## config.mk

```make
export PLATFORM = sky130hd
export DESIGN_NAME = usm_merge
export DESIGN_NICKNAME = d
export VERILOG_FILES = /design/src/rtl/core/usm_pkg.sv /design/src/rtl/core/usm_merge.sv
export SDC_FILE = /design/constraint.sdc
export NUM_CORES = 1
export LEC_CHECK = 0
export BUFFER_PORTS_ARGS = -buffer_cell sky130_fd_sc_hd__buf_2
export CORE_ASPECT_RATIO = 0.7
export CORE_MARGIN = 1.5
export CORE_UTILIZATION = 33
export DETAILED_ROUTE_END_ITERATION = 10
export GPL_TIMING_DRIVEN = 0
export HOLD_SLACK_MARGIN = 0.06
export PLACE_DENSITY_LB_ADDON = 0.15
export SLEW_MARGIN = 20
export SYNTH_ARGS = -nofsm -noshare
export SYNTH_HDL_FRONTEND = slang
export SYNTH_SLANG_ARGS = --single-unit
```

## constraint.sdc

```tcl
create_clock -name aclk -period 4 [get_ports aclk]
set_input_delay 0.6 -clock aclk [delete_from_list [all_inputs] [get_ports aclk]]
set_output_delay 0.6 -clock aclk [all_outputs]
set_load 0.01 [all_outputs]
```

## src/rtl/core/usm_pkg.sv

```systemverilog
`timescale 1ns / 1ps
// Shared types, constants and arithmetic helpers of the unsharp mask block.
// No dependencies; every other file imports this package.
package usm_pkg;

    // Width of the configuration write data (widest register).
    localparam int CFG_DW = 16;

    // Configuration register indexes.
    localparam logic CFG_FRAME_WIDTH  = 1'b0;
    localparam logic CFG_FRAME_HEIGHT = 1'b1;

    // Horizontal window taps, named by their offset from the center pixel.
    localparam logic [2:0] WIN_P2 = 3'd0;  // pixel arriving with this item
    localparam logic [2:0] WIN_P1 = 3'd1;
    localparam logic [2:0] WIN_C  = 3'd2;
    localparam logic [2:0] WIN_M1 = 3'd3;
    localparam logic [2:0] WIN_M2 = 3'd4;

    // Vertical tap source: codes below this pick a line store slot.
    localparam logic [2:0] SEL_FRESH = 3'd4;

    // Reciprocal of five for values below 2048.
    localparam logic [13:0] RECIP5       = 14'd13108;
    localparam int          RECIP5_SHIFT = 16;

    // Per-item steering that the controller hands to every lane.
    typedef struct packed {
        logic            shift;  // advance the horizontal window
        logic            wr;     // write the horizontal blur to a line store
        logic [1:0]      wslot;  // line store slot that is written
        logic [4:0][2:0] hsel;   // window position for each horizontal tap
        logic [4:0][2:0] vsel;   // slot or fresh value for each vertical tap
    } lane_ctl_t;

    // Per-item result description for the pipeline in the top level.
    typedef struct packed {
        logic result;  // this item produces an output item
        logic pt;      // pass-through output
        logic fe;      // last output of the frame
    } item_ctl_t;

    // 1-4-6-4-1 weighted sum, divided by 16 with truncation.
    function automatic logic [7:0] blur5(logic [7:0] a, logic [7:0] b, logic [7:0] c,
                                         logic [7:0] d, logic [7:0] e);
        logic [11:0] sum;
        sum = {4'b0, a} + {4'b0, e} + {2'b0, b, 2'b0} + {2'b0, d, 2'b0}
            + {2'b0, c, 2'b0} + {3'b0, c, 1'b0};
        return sum[11:4];
    endfunction

    // round((7*s - 2*b) / 5), clamped to a byte.
    function automatic logic [7:0] sharpen(logic [7:0] s, logic [7:0] b);
        logic signed [12:0] v;
        logic [10:0]        n;
        logic [24:0]        prod;
        logic [8:0]         q;
        v = $signed({2'b00, s, 3'b000}) - $signed({5'b0, s}) - $signed({4'b0, b, 1'b0});
        n = v[10:0] + 11'd2;
        prod = {14'b0, n} * {11'b0, RECIP5};
        q = prod[24:RECIP5_SHIFT];
        if (v <= 13'sd0) begin
            return 8'd0;
        end else if (q > 9'd255) begin
            return 8'hFF;
        end else begin
            return q[7:0];
        end
    endfunction

endpackage

```

## src/rtl/core/usm_merge.sv

```systemverilog
`timescale 1ns / 1ps
// Output register that merges the three lanes with alpha and frame end.
// Depends on usm_pkg.
module usm_merge import usm_pkg::*; (
    input  logic            aclk,
    input  logic            aresetn,
    input  logic            v2,
    input  logic            pt2,
    input  logic            fe2,
    input  logic [31:0]     src2,
    input  logic [2:0][7:0] sharp,
    input  logic            m_ready,
    output logic            en3,
    output logic            m_valid,
    output logic [7:0]      m_red_out,
    output logic [7:0]      m_green_out,
    output logic [7:0]      m_blue_out,
    output logic [7:0]      m_alpha_out,
    output logic            m_frame_end
);

    logic       valid_reg;
    logic [7:0] red_reg, green_reg, blue_reg, alpha_reg;
    logic       fe_reg;

    assign en3 = !valid_reg || m_ready;

    always_ff @(posedge aclk) begin
        if (!aresetn) begin
            valid_reg <= 1'b0;
        end else if (en3) begin
            valid_reg <= v2;
        end
    end

    always_ff @(posedge aclk) begin
        if (en3) begin
            red_reg   <= pt2 ? src2[7:0]   : sharp[0];
            green_reg <= pt2 ? src2[15:8]  : sharp[1];
            blue_reg  <= pt2 ? src2[23:16] : sharp[2];
            alpha_reg <= src2[31:24];
            fe_reg    <= fe2;
        end
    end

    assign m_valid     = valid_reg;
    assign m_red_out   = red_reg;
    assign m_green_out = green_reg;
    assign m_blue_out  = blue_reg;
    assign m_alpha_out = alpha_reg;
    assign m_frame_end = fe_reg;

endmodule

```

==> results.sh <==
export IMPL_syn_nets=126
export IMPL_grt_overflow=0
export IMPL_die_area_um2=4730
export IMPL_synth_area_um2=1430
export IMPL_r2r_cells=2
export IMPL_fin_hold_ws_ps=494
export IMPL_ys_types=9
export IMPL_wl_per_cell_um=12.4
export IMPL_rows=19
export IMPL_path_max_fanout=12
export IMPL_grt_max_degree=25
export IMPL_cts_setup_buffers=0
export IMPL_ant_nets=0
export IMPL_setup_viol=0
export IMPL_ios=97
export IMPL_start_kind="input pin"
export IMPL_drive_above_1_share_pct=78.0
export IMPL_rsz0062_at_grt="false"
export IMPL_syn_area_per_cell_um2=22.3
export IMPL_yosys_warnings=0
export IMPL_nets=229
export IMPL_cp_arrival_ps=1240
export IMPL_slew_violations=0
export IMPL_port_buffer_count=95
export IMPL_tightest_slew_ps=343
export IMPL_grt_pass1_wl_um=4120
export IMPL_grt_antenna_before_repair=0
export IMPL_cp_startpoint="m_ready"
export IMPL_cts_root_buf="clkbuf_8"
export IMPL_gp_congestion=0.593
export IMPL_grt_pass1_vias=962
export IMPL_power_density_nw_per_um2=434
export IMPL_slew_headroom_pct=77.2
export IMPL_clk_latency_ps=280
export IMPL_hold_buffers=0
export IMPL_drc=0
export IMPL_r2r_start="m_valid$_SDFFE_PN0P_"
export IMPL_drt_iter0_drc=10
export IMPL_post_cts_resize_count=0
export IMPL_status="finished clean"
export IMPL_ir_drop_v=0.000220
export IMPL_firstDrtPassIters=4
export IMPL_leakage_uw=0.00102
export IMPL_drv_cap=0
export IMPL_hpwl_um=2150
export IMPL_period_minus_slack_ps=1840
export IMPL_hold_class="in -> reg"
export IMPL_cts_tree="done"
export IMPL_fmax_mhz=543
export IMPL_via_per_inst=4.32
export IMPL_num_vias=950
export IMPL_crit_type="in -> out"
export IMPL_placed_area_um2=2000
export IMPL_reg2reg_to="m_green_out[6]$_DFFE_PP_"
export IMPL_fin_util_pct=52.7
export IMPL_clk_pin_slew_ps=70
export IMPL_grt_total_usage_pct=12.2
export IMPL_final_hold_violation_count=0
export IMPL_area_delta_synth_final_pct=49.3
export IMPL_tns_ps=0
export IMPL_crit_path_end="en3"
export IMPL_cts_max_level=2
export IMPL_syn_inst=64
export IMPL_diodes=0
export IMPL_clock_sinks=34
export IMPL_max_clock_path_buffers=2
export IMPL_fin_crit_sh_pct=46.1
export IMPL_worstPathRequired_ps=3400
export IMPL_seq_area_frac_synth_pct=70.9
export IMPL_start_util_pct=35.3
export IMPL_design_core_area_um2=4040
export IMPL_r2r_slack_ps=2900
export IMPL_numCtsBuffers=5
export IMPL_fin_area_um2=2130
export IMPL_die_y_um=58.0
export IMPL_ys_ff_latch=34
export IMPL_wirelength_um=2730
export IMPL_fin_skew_ps=3.16
export IMPL_die_w_um=81.5
export IMPL_cp_end_kind="output pin"
## critical path: stages
cell and delay (ps):
buf_2 90, nand2b_2 330, buf_2 220
## flip-flops by register name, summed over array words and instances, names as in the netlist
register     count
m_frame_end      1
m_green_out      8
m_alpha_out      8
m_red_out        8
m_blue_out       8
m_valid          1
## through the flow
| step | std cells | total power, µW | setup WS, ps |
|---|---|---|---|
| 2_1_floorplan | 64 | 503 | 1880 |
| 5_1_grt | 220 | 966 | 2090 |
| 3_5_place_dp | 212 | 567 | 2150 |
| 6_report | 220 | 924 | 2160 |
| 3_3_place_gp | 211 | 561 | 1240 |
| 4_1_cts | 220 | 939 | 2140 |
## where the power goes
group	internal, µW	switching (µW)	total (µW)
combinational	73.5	51.1	125
sequential	425	7.22	432
clock	247	121	367
total	745	179	924
## kinds of logic (layout without fill, tap and decap cells)
| logic type | count (synthesis) | count (layout) | synth area share, % |
|---|---|---|---|
| and+or+nand+nor | 1 | 1 | 0.439 |
| buffers and inverters | 4 | 108 | 3.86 |
| AOI/OAI and AO/OA | 1 | 1 | 0.527 |
| muxes | 24 | 24 | 24.2 |
| DFF | 34 | 34 | 70.9 |
## synthesized netlist by cell type
| master | count | area share (%) |
|---|---|---|
| dfxtp_1 | 1 | 1.4 |
| a21boi_0 | 1 | 0.53 |
| mux2_4 | 20 | 21 |
| mux2_2 | 4 | 3.2 |
| buf_6 | 1 | 0.79 |
| nand2b_1 | 1 | 0.44 |
| edfxtp_1 | 33 | 70 |
| buf_12 | 2 | 2.8 |
| inv_1 | 1 | 0.26 |
## area by class of cell
type                            instances  area, µm²
Buffer                                  3       51.3
Multi-Input combinational cell         26        362
Sequential cell                        34       1010
Timing Repair Buffer                   96        503
Fill cell                             352       1910
Tap cell                               52       65.1
Clock buffer                            5       68.8
Inverter                                1       3.75
Clock inverter                          3       63.8
## layer usage
layer | wire (µm) | global-route usage [%] | share of wire (%) | vias up
met1 | 1060 | 13.3 | 39 | 441
li1 | - | - | - | 453
met3 | 246 | 4.72 | 9.0 | 4
met5 | 0 | 0 | 0 | -
met2 | 1400 | 20.9 | 52 | 52
met4 | 14 | 5.91 | 0.51 | 0
## placed cells by master, fill, tap and decap left out, drive strengths merged
cell type	instances
a21boi	1
buf	99
bufinv	2
clkbuf	5
clkinv	1
dfxtp	1
edfxtp	33
inv	1
mux2	24
nand2b	1
## worst min-delay path by stage
stage                          from                       end  slack, ps  cells past startpoint
2_1_floorplan              src2[24]  m_alpha_out[0]$_DFFE_PP_        700                      0
3_3_place_gp               src2[24]  m_alpha_out[0]$_DFFE_PP_        780                      1
3_5_place_dp   m_valid$_SDFFE_PN0P_      m_valid$_SDFFE_PN0P_        770                      2
4_1_cts                    src2[28]  m_alpha_out[4]$_DFFE_PP_        490                      1
5_1_grt                    src2[29]  m_alpha_out[5]$_DFFE_PP_        480                      1
6_report                   src2[28]  m_alpha_out[4]$_DFFE_PP_        490                      1
Note: power is estimated with default switching activity, not from simulation.
